===== src/sv/cbba_pkg.sv =====
// shared widths, codes and types of the contiguous block bitmap allocator
package cbba_pkg;

   localparam int CMD_W      = 2;
   localparam int START_W    = 10;
   localparam int SIZE_W     = 26;
   localparam int BSIZE_W    = 16;
   localparam int COUNT_W    = 11;
   localparam int STATUS_W   = 2;
   localparam int IDX_W      = 11;
   localparam int POS_W      = 27;
   localparam int WORD_BITS  = 32;
   localparam int BIT_W      = 5;
   localparam int MAX_LIMIT  = 2047;

   localparam int REQ_DATA_W = 64;
   localparam int RSP_DATA_W = 24;
   localparam int RSP_PAD_W  = RSP_DATA_W - (STATUS_W + START_W + COUNT_W);

   localparam int CSR_IDX_W  = 1;
   localparam int CSR_DATA_W = 16;

   localparam logic [CMD_W-1:0] CMD_CREATE   = 2'd0;
   localparam logic [CMD_W-1:0] CMD_DELETE   = 2'd1;
   localparam logic [CMD_W-1:0] CMD_TRUNCATE = 2'd2;

   localparam logic [STATUS_W-1:0] RSP_OK      = 2'd0;
   localparam logic [STATUS_W-1:0] RSP_NO_FREE = 2'd1;
   localparam logic [STATUS_W-1:0] RSP_COMPACT = 2'd2;

   localparam logic [CSR_IDX_W-1:0] CSR_BLOCK_SIZE  = 1'd0;
   localparam logic [CSR_IDX_W-1:0] CSR_BLOCK_COUNT = 1'd1;

   typedef struct packed {
      logic              done;
      logic [SIZE_W-1:0] blocks;
   } div_res_type;

endpackage


===== src/sv/contiguous_block_bitmap_allocator.sv =====
// top level: used/free bitmap of storage blocks in a word memory with a sequencer
//
// Requests come on req_* (tvalid/tready/tdata) and each gives one response on rsp_*.
// Commands: create takes the lowest free block, delete frees a file's run, truncate
// frees trailing blocks or claims the free blocks right after the file.
// The bitmap sits in a memory of 32-bit words; each word touched takes a registered
// read, then a modify and write back. Sizes become block counts in an iterative
// divider, once for delete, twice for truncate. A growing truncate passes its words
// twice (check then set). At the default 1024 blocks a full scan is 32 words.
// One request is in work at a time; req_tready is high while the block is idle.
// A finished response sits in an output register, so the next request is taken
// while the response waits; a new result waits until rsp is free.
// Reset clears the bitmap by a sweep of one word per cycle over
// ceil(min(MAX_BLOCKS, 2047) / 32) words (32 at the default), before req_tready rises.
// Configuration writes through csr_* take effect at once and belong to idle periods.
module contiguous_block_bitmap_allocator
   import cbba_pkg::*;
#(
   parameter int MAX_BLOCKS = 1024
) (
   input  logic                  clock,
   input  logic                  reset,
   input  logic                  req_tvalid,
   output logic                  req_tready,
   // cmd[1:0], start_block[11:2], current_size[37:12], new_size[63:38]
   input  logic [REQ_DATA_W-1:0] req_tdata,
   output logic                  rsp_tvalid,
   input  logic                  rsp_tready,
   // status[1:0], block_index[11:2], blocks_changed[22:12], zero[23]
   output logic [RSP_DATA_W-1:0] rsp_tdata,
   input  logic                  csr_we,
   input  logic [CSR_IDX_W-1:0]  csr_index,
   input  logic [CSR_DATA_W-1:0] csr_wdata
);

   localparam int CAP_BLOCKS = (MAX_BLOCKS < MAX_LIMIT) ? MAX_BLOCKS : MAX_LIMIT;
   localparam int WORDS      = (CAP_BLOCKS + WORD_BITS - 1) / WORD_BITS;
   localparam int ADDR_W     = (WORDS > 1) ? $clog2(WORDS) : 1;
   localparam logic [COUNT_W-1:0] CAP_LIM = COUNT_W'(CAP_BLOCKS);

   localparam logic [2:0] S_CLEAR   = 3'd0;
   localparam logic [2:0] S_IDLE    = 3'd1;
   localparam logic [2:0] S_DIV_CUR = 3'd2;
   localparam logic [2:0] S_DIV_NEW = 3'd3;
   localparam logic [2:0] S_PLAN    = 3'd4;
   localparam logic [2:0] S_READ    = 3'd5;
   localparam logic [2:0] S_MODIFY  = 3'd6;
   localparam logic [2:0] S_DONE    = 3'd7;

   localparam logic [1:0] M_CREATE = 2'd0;
   localparam logic [1:0] M_CLEAR  = 2'd1;
   localparam logic [1:0] M_CHECK  = 2'd2;
   localparam logic [1:0] M_SET    = 2'd3;

   function automatic logic [BIT_W:0] pop_count(input logic [WORD_BITS-1:0] v);
      logic [BIT_W:0] n;
      n = '0;
      for (int i = 0; i < WORD_BITS; i++) begin
         n = n + (BIT_W+1)'(v[i]);
      end
      return n;
   endfunction

   function automatic logic [BIT_W-1:0] lowest_bit(input logic [WORD_BITS-1:0] v);
      logic [BIT_W-1:0] r;
      r = '0;
      for (int i = WORD_BITS - 1; i >= 0; i--) begin
         if (v[i]) r = BIT_W'(i);
      end
      return r;
   endfunction

   function automatic logic [IDX_W-1:0] clamp(input logic [POS_W-1:0] p,
                                              input logic [COUNT_W-1:0] lim);
      return (p >= POS_W'(lim)) ? IDX_W'(lim) : p[IDX_W-1:0];
   endfunction

   // configuration
   logic [BSIZE_W-1:0] block_size_ff;
   logic [COUNT_W-1:0] block_count_ff;
   logic [BSIZE_W-1:0] bs_eff;
   logic [COUNT_W-1:0] limit;

   // control
   logic [2:0]        state_ff, state_in;
   logic [ADDR_W-1:0] waddr_ff, waddr_in;
   logic              rsp_tvalid_ff, rsp_valid_in;

   // working payload
   logic [CMD_W-1:0]      cmd_ff, cmd_in;
   logic [START_W-1:0]    start_ff, start_in;
   logic [SIZE_W-1:0]     new_ff, new_in;
   logic [SIZE_W-1:0]     held_ff, held_in;
   logic [SIZE_W-1:0]     want_ff, want_in;
   logic [IDX_W-1:0]      lo_ff, lo_in;
   logic [IDX_W-1:0]      hi_ff, hi_in;
   logic [1:0]            mode_ff, mode_in;
   logic [COUNT_W-1:0]    changed_ff, changed_in;
   logic [STATUS_W-1:0]   status_ff, status_in;
   logic [START_W-1:0]    index_ff, index_in;
   logic [RSP_DATA_W-1:0] rsp_tdata_ff, rsp_data_in;

   // bitmap memory
   logic [WORD_BITS-1:0] mem [WORDS];
   logic [WORD_BITS-1:0] rd_data_ff;
   logic                 mem_we;
   logic [ADDR_W-1:0]    mem_waddr;
   logic [WORD_BITS-1:0] mem_wdata;
   logic                 mem_re;
   logic [ADDR_W-1:0]    mem_raddr;

   // divider
   logic              div_start;
   logic [SIZE_W-1:0] div_dividend;
   div_res_type       div_res;

   // plan of the run
   logic [POS_W-1:0] p_start, p_held, p_want;
   logic [IDX_W-1:0] plan_lo, plan_hi;
   logic [1:0]       plan_mode;
   logic             plan_run;
   logic             plan_compact;

   // word view
   logic [IDX_W-1:0]     hm1;
   logic [ADDR_W-1:0]    first_word, last_word;
   logic                 last;
   logic [WORD_BITS-1:0] lo_mask, hi_mask, word_mask, free_bits, used_bits;
   logic [BIT_W-1:0]     free_pos;
   logic [IDX_W-1:0]     found_idx;

   assign bs_eff = (block_size_ff == '0) ? BSIZE_W'(1) : block_size_ff;
   assign limit  = (block_count_ff < CAP_LIM) ? block_count_ff : CAP_LIM;

   cbba_div u_div (
      .clock    (clock),
      .reset    (reset),
      .start    (div_start),
      .dividend (div_dividend),
      .divisor  (bs_eff),
      .res      (div_res)
   );

   assign p_start = POS_W'(start_ff);
   assign p_held  = p_start + POS_W'(held_ff);
   assign p_want  = p_start + POS_W'(want_ff);

   always_comb begin
      plan_lo      = '0;
      plan_hi      = '0;
      plan_mode    = M_CLEAR;
      plan_run     = 1'b0;
      plan_compact = 1'b0;
      case (cmd_ff)
         CMD_CREATE: begin
            plan_hi   = IDX_W'(limit);
            plan_mode = M_CREATE;
            plan_run  = 1'b1;
         end
         CMD_DELETE: begin
            plan_lo  = clamp(p_start, limit);
            plan_hi  = clamp(p_held, limit);
            plan_run = 1'b1;
         end
         CMD_TRUNCATE: begin
            if (want_ff <= held_ff) begin
               plan_lo  = clamp(p_want, limit);
               plan_hi  = clamp(p_held, limit);
               plan_run = 1'b1;
            end else if (p_want > POS_W'(limit)) begin
               // free run after the file cannot hold the growth
               plan_compact = 1'b1;
            end else begin
               plan_lo   = p_held[IDX_W-1:0];
               plan_hi   = p_want[IDX_W-1:0];
               plan_mode = M_CHECK;
               plan_run  = 1'b1;
            end
         end
         default: begin
            plan_run = 1'b0;
         end
      endcase
   end

   assign hm1        = hi_ff - IDX_W'(1);
   assign first_word = lo_ff[BIT_W +: ADDR_W];
   assign last_word  = hm1[BIT_W +: ADDR_W];
   assign last       = (waddr_ff == last_word);
   assign lo_mask    = (waddr_ff == first_word) ?
                       ({WORD_BITS{1'b1}} << lo_ff[BIT_W-1:0]) : {WORD_BITS{1'b1}};
   assign hi_mask    = last ?
                       ({WORD_BITS{1'b1}} >> (BIT_W'(WORD_BITS - 1) - hm1[BIT_W-1:0]))
                       : {WORD_BITS{1'b1}};
   assign word_mask  = lo_mask & hi_mask;
   assign free_bits  = ~rd_data_ff & word_mask;
   assign used_bits  = rd_data_ff & word_mask;
   assign free_pos   = lowest_bit(free_bits);
   assign found_idx  = (IDX_W'(waddr_ff) << BIT_W) | IDX_W'(free_pos);

   always_comb begin
      state_in     = state_ff;
      waddr_in     = waddr_ff;
      rsp_valid_in = rsp_tvalid_ff && !rsp_tready;
      rsp_data_in  = rsp_tdata_ff;
      cmd_in       = cmd_ff;
      start_in     = start_ff;
      new_in       = new_ff;
      held_in      = held_ff;
      want_in      = want_ff;
      lo_in        = lo_ff;
      hi_in        = hi_ff;
      mode_in      = mode_ff;
      changed_in   = changed_ff;
      status_in    = status_ff;
      index_in     = index_ff;
      mem_we       = 1'b0;
      mem_waddr    = waddr_ff;
      mem_wdata    = '0;
      mem_re       = 1'b0;
      mem_raddr    = waddr_ff;
      div_start    = 1'b0;
      div_dividend = req_tdata[CMD_W+START_W +: SIZE_W];

      unique case (state_ff)
         S_CLEAR: begin
            mem_we = 1'b1;
            if (waddr_ff == ADDR_W'(WORDS - 1)) begin
               waddr_in = '0;
               state_in = S_IDLE;
            end else begin
               waddr_in = waddr_ff + ADDR_W'(1);
            end
         end
         S_IDLE: begin
            if (req_tvalid) begin
               cmd_in     = req_tdata[CMD_W-1:0];
               start_in   = req_tdata[CMD_W +: START_W];
               new_in     = req_tdata[CMD_W+START_W+SIZE_W +: SIZE_W];
               changed_in = '0;
               status_in  = RSP_OK;
               index_in   = req_tdata[CMD_W +: START_W];
               if (req_tdata[CMD_W-1:0] == CMD_DELETE ||
                   req_tdata[CMD_W-1:0] == CMD_TRUNCATE) begin
                  div_start = 1'b1;
                  state_in  = S_DIV_CUR;
               end else begin
                  state_in = S_PLAN;
               end
            end
         end
         S_DIV_CUR: begin
            if (div_res.done) begin
               held_in = div_res.blocks;
               if (cmd_ff == CMD_TRUNCATE) begin
                  div_start    = 1'b1;
                  div_dividend = new_ff;
                  state_in     = S_DIV_NEW;
               end else begin
                  state_in = S_PLAN;
               end
            end
         end
         S_DIV_NEW: begin
            if (div_res.done) begin
               want_in  = div_res.blocks;
               state_in = S_PLAN;
            end
         end
         S_PLAN: begin
            if (plan_run && plan_lo < plan_hi) begin
               lo_in    = plan_lo;
               hi_in    = plan_hi;
               mode_in  = plan_mode;
               waddr_in = plan_lo[BIT_W +: ADDR_W];
               state_in = S_READ;
            end else begin
               if (plan_compact) status_in = RSP_COMPACT;
               if (cmd_ff == CMD_CREATE) begin
                  status_in = RSP_NO_FREE;
                  index_in  = '0;
               end
               state_in = S_DONE;
            end
         end
         S_READ: begin
            mem_re   = 1'b1;
            state_in = S_MODIFY;
         end
         S_MODIFY: begin
            case (mode_ff)
               M_CREATE: begin
                  if (free_bits != '0) begin
                     mem_we     = 1'b1;
                     mem_wdata  = rd_data_ff | (WORD_BITS'(1) << free_pos);
                     index_in   = found_idx[START_W-1:0];
                     changed_in = COUNT_W'(1);
                     state_in   = S_DONE;
                  end else if (last) begin
                     status_in = RSP_NO_FREE;
                     index_in  = '0;
                     state_in  = S_DONE;
                  end else begin
                     waddr_in = waddr_ff + ADDR_W'(1);
                     state_in = S_READ;
                  end
               end
               M_CLEAR: begin
                  mem_we     = 1'b1;
                  mem_wdata  = rd_data_ff & ~word_mask;
                  changed_in = changed_ff + COUNT_W'(pop_count(used_bits));
                  if (last) begin
                     state_in = S_DONE;
                  end else begin
                     waddr_in = waddr_ff + ADDR_W'(1);
                     state_in = S_READ;
                  end
               end
               M_CHECK: begin
                  if (used_bits != '0) begin
                     status_in = RSP_COMPACT;
                     state_in  = S_DONE;
                  end else if (last) begin
                     // run is free, go over the same words again and claim them
                     mode_in  = M_SET;
                     waddr_in = first_word;
                     state_in = S_READ;
                  end else begin
                     waddr_in = waddr_ff + ADDR_W'(1);
                     state_in = S_READ;
                  end
               end
               default: begin
                  mem_we     = 1'b1;
                  mem_wdata  = rd_data_ff | word_mask;
                  changed_in = changed_ff + COUNT_W'(pop_count(free_bits));
                  if (last) begin
                     state_in = S_DONE;
                  end else begin
                     waddr_in = waddr_ff + ADDR_W'(1);
                     state_in = S_READ;
                  end
               end
            endcase
         end
         S_DONE: begin
            if (!rsp_tvalid_ff || rsp_tready) begin
               rsp_valid_in = 1'b1;
               rsp_data_in  = {{RSP_PAD_W{1'b0}}, changed_ff, index_ff, status_ff};
               state_in     = S_IDLE;
            end
         end
         default: begin
            state_in = S_IDLE;
         end
      endcase
   end

   always_ff @(posedge clock) begin
      if (reset) begin
         state_ff       <= S_CLEAR;
         waddr_ff       <= '0;
         rsp_tvalid_ff  <= 1'b0;
         block_size_ff  <= BSIZE_W'(64);
         block_count_ff <= COUNT_W'(1024);
      end else begin
         state_ff      <= state_in;
         waddr_ff      <= waddr_in;
         rsp_tvalid_ff <= rsp_valid_in;
         if (csr_we) begin
            unique case (csr_index)
               CSR_BLOCK_SIZE:  block_size_ff  <= csr_wdata;
               CSR_BLOCK_COUNT: block_count_ff <= csr_wdata[COUNT_W-1:0];
               default: ;
            endcase
         end
      end
   end

   always_ff @(posedge clock) begin
      cmd_ff       <= cmd_in;
      start_ff     <= start_in;
      new_ff       <= new_in;
      held_ff      <= held_in;
      want_ff      <= want_in;
      lo_ff        <= lo_in;
      hi_ff        <= hi_in;
      mode_ff      <= mode_in;
      changed_ff   <= changed_in;
      status_ff    <= status_in;
      index_ff     <= index_in;
      rsp_tdata_ff <= rsp_data_in;
   end

   always_ff @(posedge clock) begin
      if (mem_we) mem[mem_waddr] <= mem_wdata;
      if (mem_re) rd_data_ff <= mem[mem_raddr];
   end

   assign req_tready = (state_ff == S_IDLE);
   assign rsp_tvalid = rsp_tvalid_ff;
   assign rsp_tdata  = rsp_tdata_ff;

`ifndef SYNTHESIS
   a_no_free_clean: assert property (@(posedge clock) disable iff (reset)
      rsp_tvalid && rsp_tdata[STATUS_W-1:0] == RSP_NO_FREE
      |-> rsp_tdata[STATUS_W+START_W +: COUNT_W] == '0 &&
          rsp_tdata[STATUS_W +: START_W] == '0)
      else $error("failed create reports a change or an index");
   a_compact_clean: assert property (@(posedge clock) disable iff (reset)
      rsp_tvalid && rsp_tdata[STATUS_W-1:0] == RSP_COMPACT
      |-> rsp_tdata[STATUS_W+START_W +: COUNT_W] == '0)
      else $error("compaction answer with changed blocks");
   a_accept_leaves_idle: assert property (@(posedge clock) disable iff (reset)
      req_tvalid && req_tready |=> state_ff != S_IDLE)
      else $error("request taken but sequencer stayed idle");
   a_wr_in_range: assert property (@(posedge clock) disable iff (reset)
      mem_we |-> mem_waddr <= ADDR_W'(WORDS - 1))
      else $error("bitmap write beyond the last word");
   a_read_before_modify: assert property (@(posedge clock) disable iff (reset)
      state_ff == S_MODIFY |-> $past(mem_re))
      else $error("word modified without a read");
`endif

endmodule


===== src/sv/cbba_div.sv =====
// iterative divider that turns a byte size into a block count, one quotient bit per cycle
module cbba_div
   import cbba_pkg::*;
(
   input  logic               clock,
   input  logic               reset,
   input  logic               start,
   input  logic [SIZE_W-1:0]  dividend,
   input  logic [BSIZE_W-1:0] divisor,
   output div_res_type        res
);

   localparam int CNT_W = $clog2(SIZE_W);

   logic               busy_ff, busy_in;
   logic               done_ff, done_in;
   logic               zero_ff;
   logic [CNT_W-1:0]   cnt_ff;
   logic [SIZE_W-1:0]  quo_ff;
   logic [BSIZE_W-1:0] rem_ff;
   logic [BSIZE_W-1:0] dsr_ff;

   logic [BSIZE_W:0]   shifted;
   logic [BSIZE_W:0]   trial;
   logic               fits;

   assign shifted = {rem_ff, quo_ff[SIZE_W-1]};
   assign trial   = shifted - {1'b0, dsr_ff};
   assign fits    = shifted >= {1'b0, dsr_ff};

   always_comb begin
      busy_in = busy_ff;
      done_in = 1'b0;
      if (start) begin
         busy_in = 1'b1;
      end else if (busy_ff && cnt_ff == CNT_W'(SIZE_W - 1)) begin
         busy_in = 1'b0;
         done_in = 1'b1;
      end
   end

   always_ff @(posedge clock) begin
      if (reset) begin
         busy_ff <= 1'b0;
         done_ff <= 1'b0;
      end else begin
         busy_ff <= busy_in;
         done_ff <= done_in;
      end
   end

   always_ff @(posedge clock) begin
      if (start) begin
         quo_ff  <= dividend;
         rem_ff  <= '0;
         dsr_ff  <= divisor;
         cnt_ff  <= '0;
         zero_ff <= (dividend == '0);
      end else if (busy_ff) begin
         quo_ff <= {quo_ff[SIZE_W-2:0], fits};
         rem_ff <= fits ? trial[BSIZE_W-1:0] : shifted[BSIZE_W-1:0];
         cnt_ff <= cnt_ff + CNT_W'(1);
      end
   end

   // ceiling of the quotient, an empty file still holds one block
   assign res.done   = done_ff;
   assign res.blocks = zero_ff ? SIZE_W'(1) : (quo_ff + SIZE_W'(rem_ff != '0));

`ifndef SYNTHESIS
   a_done_after_busy: assert property (@(posedge clock) disable iff (reset)
      done_ff |-> $past(busy_ff))
      else $error("divider done without a running division");
   a_no_busy_done: assert property (@(posedge clock) disable iff (reset)
      done_ff |-> !busy_ff || $past(start))
      else $error("divider still busy after finishing");
   a_cnt_range: assert property (@(posedge clock) disable iff (reset)
      busy_ff |-> cnt_ff <= CNT_W'(SIZE_W - 1))
      else $error("divider step count out of range");
`endif

endmodule

===== config.mk =====
export PLATFORM = sky130hd
export DESIGN_NAME = contiguous_block_bitmap_allocator
export DESIGN_NICKNAME = d
export VERILOG_FILES = /design/src/sv/cbba_pkg.sv /design/src/sv/contiguous_block_bitmap_allocator.sv /design/src/sv/cbba_div.sv
export SDC_FILE = /design/constraint.sdc
export NUM_CORES = 2
export LEC_CHECK = 0
export BUFFER_PORTS_ARGS = -buffer_cell sky130_fd_sc_hd__buf_2
export CAP_MARGIN = 5
export CORE_MARGIN = 2
export CORE_UTILIZATION = 35
export CTS_BUF_LIST = sky130_fd_sc_hd__clkbuf_2
export CTS_CLUSTER_DIAMETER = 60
export DETAILED_ROUTE_END_ITERATION = 8
export GPL_TIMING_DRIVEN = 0
export SLEW_MARGIN = 15
export SYNTH_ARGS = -nofsm -noshare
export SYNTH_HDL_FRONTEND = slang
export SYNTH_SLANG_ARGS = --single-unit

===== constraint.sdc =====
create_clock -name clock -period 18.5 [get_ports clock]
set_input_delay 3.7 -clock clock [delete_from_list [all_inputs] [get_ports clock]]
set_output_delay 3.7 -clock clock [all_outputs]
set_load 0.005 [all_outputs]

Word-level counts from Yosys, hierarchy flattened:

Memory sizes are Yosys's and may differ from the RTL's. A register that Yosys moved wholly into a read port is not among the register bits.
Cells that the tools add are included.

* register bits after elaboration: 260
* memory bits (writable): 1024
* bits of input ports: 86
* output and inout bits: 26
* memories kept: 1

* $add $sub $neg: 72
* order comparisons: 8
* equality and inequality tests: 38
* shift operators: 3
* mux-type cells: 125
* bitwise operators: 10
* reductions and logical operators: 36

Memories
* mem: words 32, width 32, rd ports 1, clocked after Yosys merged registers in 1, wr ports 1, RTL line contiguous_block_bitmap_allocator.sv:104 `logic [WORD_BITS-1:0] mem [WORDS];`

Operator list (number)
* 6-bit by 1-bit adder with 6-bit output: 52
* 5-bit 2-to-1 mux: 38
* 26-bit 2-to-1 mux: 6
* 32-bit bitwise AND: 4
* 32-bit 2-to-1 mux: 4
* 11-bit 2-to-1 mux: 10
* 32-bit case mux with 3 select lines: 1
* 11-bit case mux with 3 select lines: 2
* 32-bit inverter: 2
* 32-bit OR: 2
* 32-bit nonzero test: 2
* 10-bit 2-to-1 mux: 6
* 10-bit by 26-bit adder with 27-bit output: 2
* 27-bit by 11-bit >= comparator with 1-bit output: 2
* 11-bit case mux with 2 select lines: 2
* 2-bit 2-to-1 mux: 17
* 1-bit by 5-bit << shifter with 32-bit output (first input constant): 1
* 32-bit by 5-bit << shifter with 32-bit output (first input constant): 1
* 32-bit by 5-bit right shift with 32-bit output (first input constant): 1
* 10-bit case mux with 3 select lines: 1
* 27-bit by 11-bit greater-than comparator with 1-bit output: 1
* 26-bit by 1-bit adder with 26-bit output: 1
* 26-bit less-or-equal comparator: 1
* 26-bit logical NOT: 1
* other kinds (51): 132

Depth between registers and ports, before layout:

* word-level depth: 43
* mapped depth: 33
* depth with buffers taken out: 32

By module:

From an unflattened synthesis, not the netlist that was laid out.

* cell total of the unflattened synthesis: 3969
* area total of the unflattened synthesis: 60578.1 µm²

By module, submodules not included
* contiguous_block_bitmap_allocator: instances 1, cells an instance 3539, area an instance 56449.1 µm², seq. area each 37175.7 µm²
* cbba_div: instances 1, cells an instance 430, area an instance 4129.0 µm², seq. area each 1751.7 µm²

Worst setup path before layout:

No wires, ideal clock.

* path kind: flip-flop to flip-flop
* from: reg hi_ff[0]
* to: reg changed_ff[8] (data pin)
* library setup time: 0.266 ns
* arrival: 7.672 ns
* data required time: 18.234 ns
* setup slack: 10.562 ns
* cell stages (with the launch flop): 33
* buffers on the path: 1
* cell sequence: edfxtp_1 inv_1 ha_1 nand2b_1 clkbuf_1 xnor2_1 a41oi_1 a22o_2 nor2_1 a221o_1 inv_1 fa_1 inv_1 fa_1 inv_1 fa_1 inv_1 fa_1 fa_1 fa_1 inv_1 fa_1 fa_1 a21o_1 a21o_1 a21oi_1 nor2_1 nor2_1 nor2b_1 o21ai_0 xnor2_1 a22oi_1 nor2_1

* cells in the longest elaborated chain, start to end: 40

RTL lines
* from (decl): RTL line contiguous_block_bitmap_allocator.sv:96 `logic [IDX_W-1:0] hi_ff, hi_in;`
* from (signal assigned): RTL line contiguous_block_bitmap_allocator.sv:387 `hi_ff <= hi_in;`
* 10-bit by 1-bit subtractor with 10-bit output *: RTL line contiguous_block_bitmap_allocator.sv:186 `assign hm1 = hi_ff - IDX_W'(1);`
* 5-bit subtractor: RTL line contiguous_block_bitmap_allocator.sv:193 `({WORD_BITS{1'b1}} >> (BIT_W'(WORD_BITS - 1) - hm1[BIT_W-1:0]))`
* 32-bit by 5-bit right shift with 32-bit output: RTL line contiguous_block_bitmap_allocator.sv:193
* 32-bit 2-to-1 mux *: RTL line contiguous_block_bitmap_allocator.sv:192 `assign hi_mask = last ?`
* 32-bit bitwise AND *: RTL line contiguous_block_bitmap_allocator.sv:195 `assign word_mask = lo_mask & hi_mask;`
* 32-bit bitwise AND, on equally long branches: RTL line contiguous_block_bitmap_allocator.sv:196, contiguous_block_bitmap_allocator.sv:197
* 1-bit by 1-bit adder with 2-bit output: RTL line contiguous_block_bitmap_allocator.sv:59 `n = n + (BIT_W+1)'(v[i]);`
* 2-bit by 1-bit adder with 3-bit output: RTL line contiguous_block_bitmap_allocator.sv:59
* 3-bit by 1-bit adder with 4-bit output: RTL line contiguous_block_bitmap_allocator.sv:59
* 4-bit by 1-bit adder with 5-bit output: RTL line contiguous_block_bitmap_allocator.sv:59
* 5-bit by 1-bit adder with 6-bit output: RTL line contiguous_block_bitmap_allocator.sv:59
* 6-bit by 1-bit adder with 6-bit output (26 in series): RTL line contiguous_block_bitmap_allocator.sv:59
* 11-bit by 6-bit adder with 11-bit output, on equally long branches: RTL line contiguous_block_bitmap_allocator.sv:336, contiguous_block_bitmap_allocator.sv:311
* 11-bit case mux with 3 select lines *: RTL line contiguous_block_bitmap_allocator.sv:291 `case (mode_ff)`
* 11-bit case mux with 2 select lines *: RTL line contiguous_block_bitmap_allocator.sv:225 `unique case (state_ff)`
* to (signal assigned): RTL line contiguous_block_bitmap_allocator.sv:389 `changed_ff <= changed_in;`
* to (decl): RTL line contiguous_block_bitmap_allocator.sv:98 `logic [COUNT_W-1:0] changed_ff, changed_in;`

Every way passes the cells marked *; elsewhere a longest branch is shown, timed or not.
A chain may end at the register's enable or synchronous reset.

Worst setup path in the final report:

* from: reg hi_ff[1]
* to: reg changed_ff[8] (data pin)

The elaborated chain is that of the path after synthesis.

==> qor.txt <==
Tcrit/Tclk final: 0.503
Share of cells above drive strength 1: 0.233
Worst path most repeated cell: fa_1
Via count: 40,399
CP endpoint kind: flip-flop
Root buffer cell: clkbuf_2
Ys async rst share: 0
Final Setup Violations: 0
Min cycle time layout: 9300 ps
Worst Reg-to-Reg Cells: 30
Critical Path AT: 10,680 ps
Kind of start point of the critical path: flip-flop
Drt drc: 0
Die ar.: 177,000 sq um
Cell area after synthesis: 60,600 sq um
Critical Setup Path Class: reg2reg
Drt wl/cell: 26.8 microns
Worst Setup Slack, final: 9200 ps
Design Power: 5640 uW
Most frequent cells in the layout: edfxtp_1 (1,257), clkbuf_2 (480), nand2_1 (291)
CTS Buffer Depth: 4
M1 WL: 76,100 microns
Achievable Freq: 108 MHz
CP peak stage delay: 930 ps
Crit-path max FO: 10
Pre-CTS setup slack: 9110 ps
Initial antenna violation count: 11
Post-CTS Setup Inserts: 0
WHS: 415 ps
Die X: 420 microns
Leak: 0.0235 uW
Hold depth: 0
Post-synthesis sequential area ratio: 0.642
Initial Utilization: 0.353
WP data required: 19,880 ps
Max-slew violations: 0
Worst reg-to-reg setup slack: 9200 ps
TritonCTS clock tree: done
Synth Warn #: 0
#FFs+latches synth: 1,316
Status: finished, final reports clean
Met2 wire len: 91,300 microns
Clock Pin Slew Worst Setup and Hold Paths: 100 ps
Worst min-delay path class: reg2reg
Drt pass-1 iters: 5
Layout area overhead: 14.6%
Buffers on Ports: 109
Commonest non-fill, non-tap cell in the layout: edfxtp_1
CTS Buf Count: 340
Total Routed Length: 192,000 microns
Cts hold-fix bufs: 0
Synth Area per Inst: 15.0 sq um
Maximum VDD drop: 0.0450 mV
Dpl hpwl: 137,000 microns
I/O pin cnt: 112
Post-CTS sizing: 0
Number of fillers in the final layout: 15,976
Antenna viol nets, final: 0
1st-iter DRT viols: 4,978
Setup TNS: 0 ps
GRT Util Overall: 0.216
First-pass GRT wire length: 275,000 microns
Die Y: 420 microns
Syn nets: 4,344
Ys flop type: edfxtp_1
Max Cap Viol: 0
Vias in the first global route: 39,907
Synth cell types: 109
Latest clock arrival within the worst-skew pair: 1730 ps
Mapped Cells: 4,052
Crit-path slowest cell: a221oi_1
RSZ-0062 raised after global routing: false
RePlAce Congestion: 0.951
Hold Fails Final Rpt: 0
Core Rows: 152
Sink Count: 1,316
Via-to-Cell Ratio: 5.65
Slew @ Worst Pin: 1290 ps
Met3 wire len: 17,800 microns
Largest net degree at the start of global routing: 33
Max Clock Skew: 266 ps
Relative slew margins: 0.142
Aggregate global routing overflow: 0
Power Density: 81.3 nW/um^2
Area of the core: 172,000 sq um
# nets final: 4,891
H-tree depth: 5
Top routing layer in use: met5
Number of synthesized flops with an enable pin: 1,257
## final cells by class
cell class                      instances  area [sq um]  share of cell area
Inverter                              193           724              0.0104
Antenna cell                            5          12.5            0.000180
Sequential cell                      1316         38900               0.561
Buffer                                204           816              0.0117
Clock inverter                        105           526             0.00757
Multi-Input combinational cell       2339         20700               0.299
Tap cell                             2310          2890              0.0416
Timing Repair Buffer                  205          2450              0.0353
Clock buffer                          469          2350              0.0338
## flip-flops by register name, indices dropped and copies added (netlist names), 2 cells and up
signal	flops
u_div.dsr_ff	16
u_div.quo_ff	26
u_div.cnt_ff	5
index_ff	10
held_ff	26
hi_ff	10
status_ff	2
want_ff	26
rd_data_ff	32
rsp_tdata	23
mem_raddr	5
u_div.rem_ff	16
lo_ff	10
new_ff	26
block_size_ff	16
changed_ff	11
cmd_ff	2
mode_ff	2
block_count_ff	11
start_ff	10
state_ff	3
mem	1024
## kinds of logic after synthesis
| logic type | Yosys count | share of synthesized area |
|---|---|---|
| other cells | 1 | 0.0000619 |
| fa+ha+maj | 206 | 0.0492 |
| xor+xnor | 90 | 0.0131 |
| buf+inv | 397 | 0.0251 |
| simple gates | 901 | 0.0727 |
| compound gates | 825 | 0.0924 |
| flops | 1316 | 0.642 |
| mux | 316 | 0.105 |
## where the power goes
group          internal [uW]  total, uW  leakage [uW]  switching [uW]
registers               3250       3260        0.0118            13.2
clock network            738       1910       0.00221            1170
logic                    177        468       0.00950             291
## synth_stat cells (12+ instances only)
cell / instances / share of area
a211oi_1: 26 / 0.0032
a21o_1: 39 / 0.0048
a21oi_1: 171 / 0.014
a22oi_1: 145 / 0.018
a31o_2: 12 / 0.0017
a31oi_1: 16 / 0.0017
and2_1: 37 / 0.0038
and3_1: 21 / 0.0022
buf_1: 36 / 0.0022
clkbuf_1: 156 / 0.0097
dfxtp_1: 59 / 0.019
edfxtp_1: 1257 / 0.62
fa_1: 54 / 0.018
ha_1: 152 / 0.031
inv_1: 189 / 0.012
mux2i_1: 53 / 0.0088
mux4_2: 256 / 0.095
nand2_1: 291 / 0.018
nand2b_1: 20 / 0.0021
nand3_1: 42 / 0.0035
nand4_1: 73 / 0.0075
nor2_1: 223 / 0.014
nor2b_1: 36 / 0.0037
nor3_1: 53 / 0.0044
nor4_1: 29 / 0.0030
o2111ai_1: 13 / 0.0019
o211ai_1: 15 / 0.0019
o21a_1: 23 / 0.0028
o21ai_0: 175 / 0.014
o21bai_1: 15 / 0.0019
o221ai_1: 14 / 0.0020
o22ai_1: 18 / 0.0019
o31ai_1: 19 / 0.0024
or3_1: 18 / 0.0019
xnor2_1: 39 / 0.0056
xor2_1: 50 / 0.0072
## critical path: cells and delay by family (launching register included)
| family | cells | cell delay, ps |
|---|---|---|
| AND/OR/NAND/NOR | 5 | 580 |
| buffers and inverters | 7 | 1190 |
| flip-flops | 1 | 520 |
| adder cells (fa/ha/maj) | 9 | 4160 |
| XOR/XNOR | 1 | 90 |
| AO/OA/AOI/OAI | 8 | 2660 |
## per-stage QoR
stage / util / instance area [sq um] / std cells
floorplan: - / 60600 / 4052
global placement: 0.373 / 64100 / 6471
detailed placement: 0.387 / 66500 / 6567
CTS: 0.404 / 69400 / 7141
global route: 0.404 / 69400 / 7145
finish: 0.404 / 69400 / 7146
## layer usage
layer / vias up / GRT usage
met2: 2294 / 0.348
met3: 384 / 0.0441
met1: 20445 / 0.287
li1: 17272 / -
met5: - / 0
met4: 4 / 0.0818
## worst paths after layout
path,endpoint,from
max,changed_ff[8],hi_ff[1]
min,rsp_tdata[9],index_ff[7]
max reg2reg,changed_ff[8],hi_ff[1]
min reg2reg,rsp_tdata[9],index_ff[7]
No activity file was read; power rests on OpenSTA's default activity.
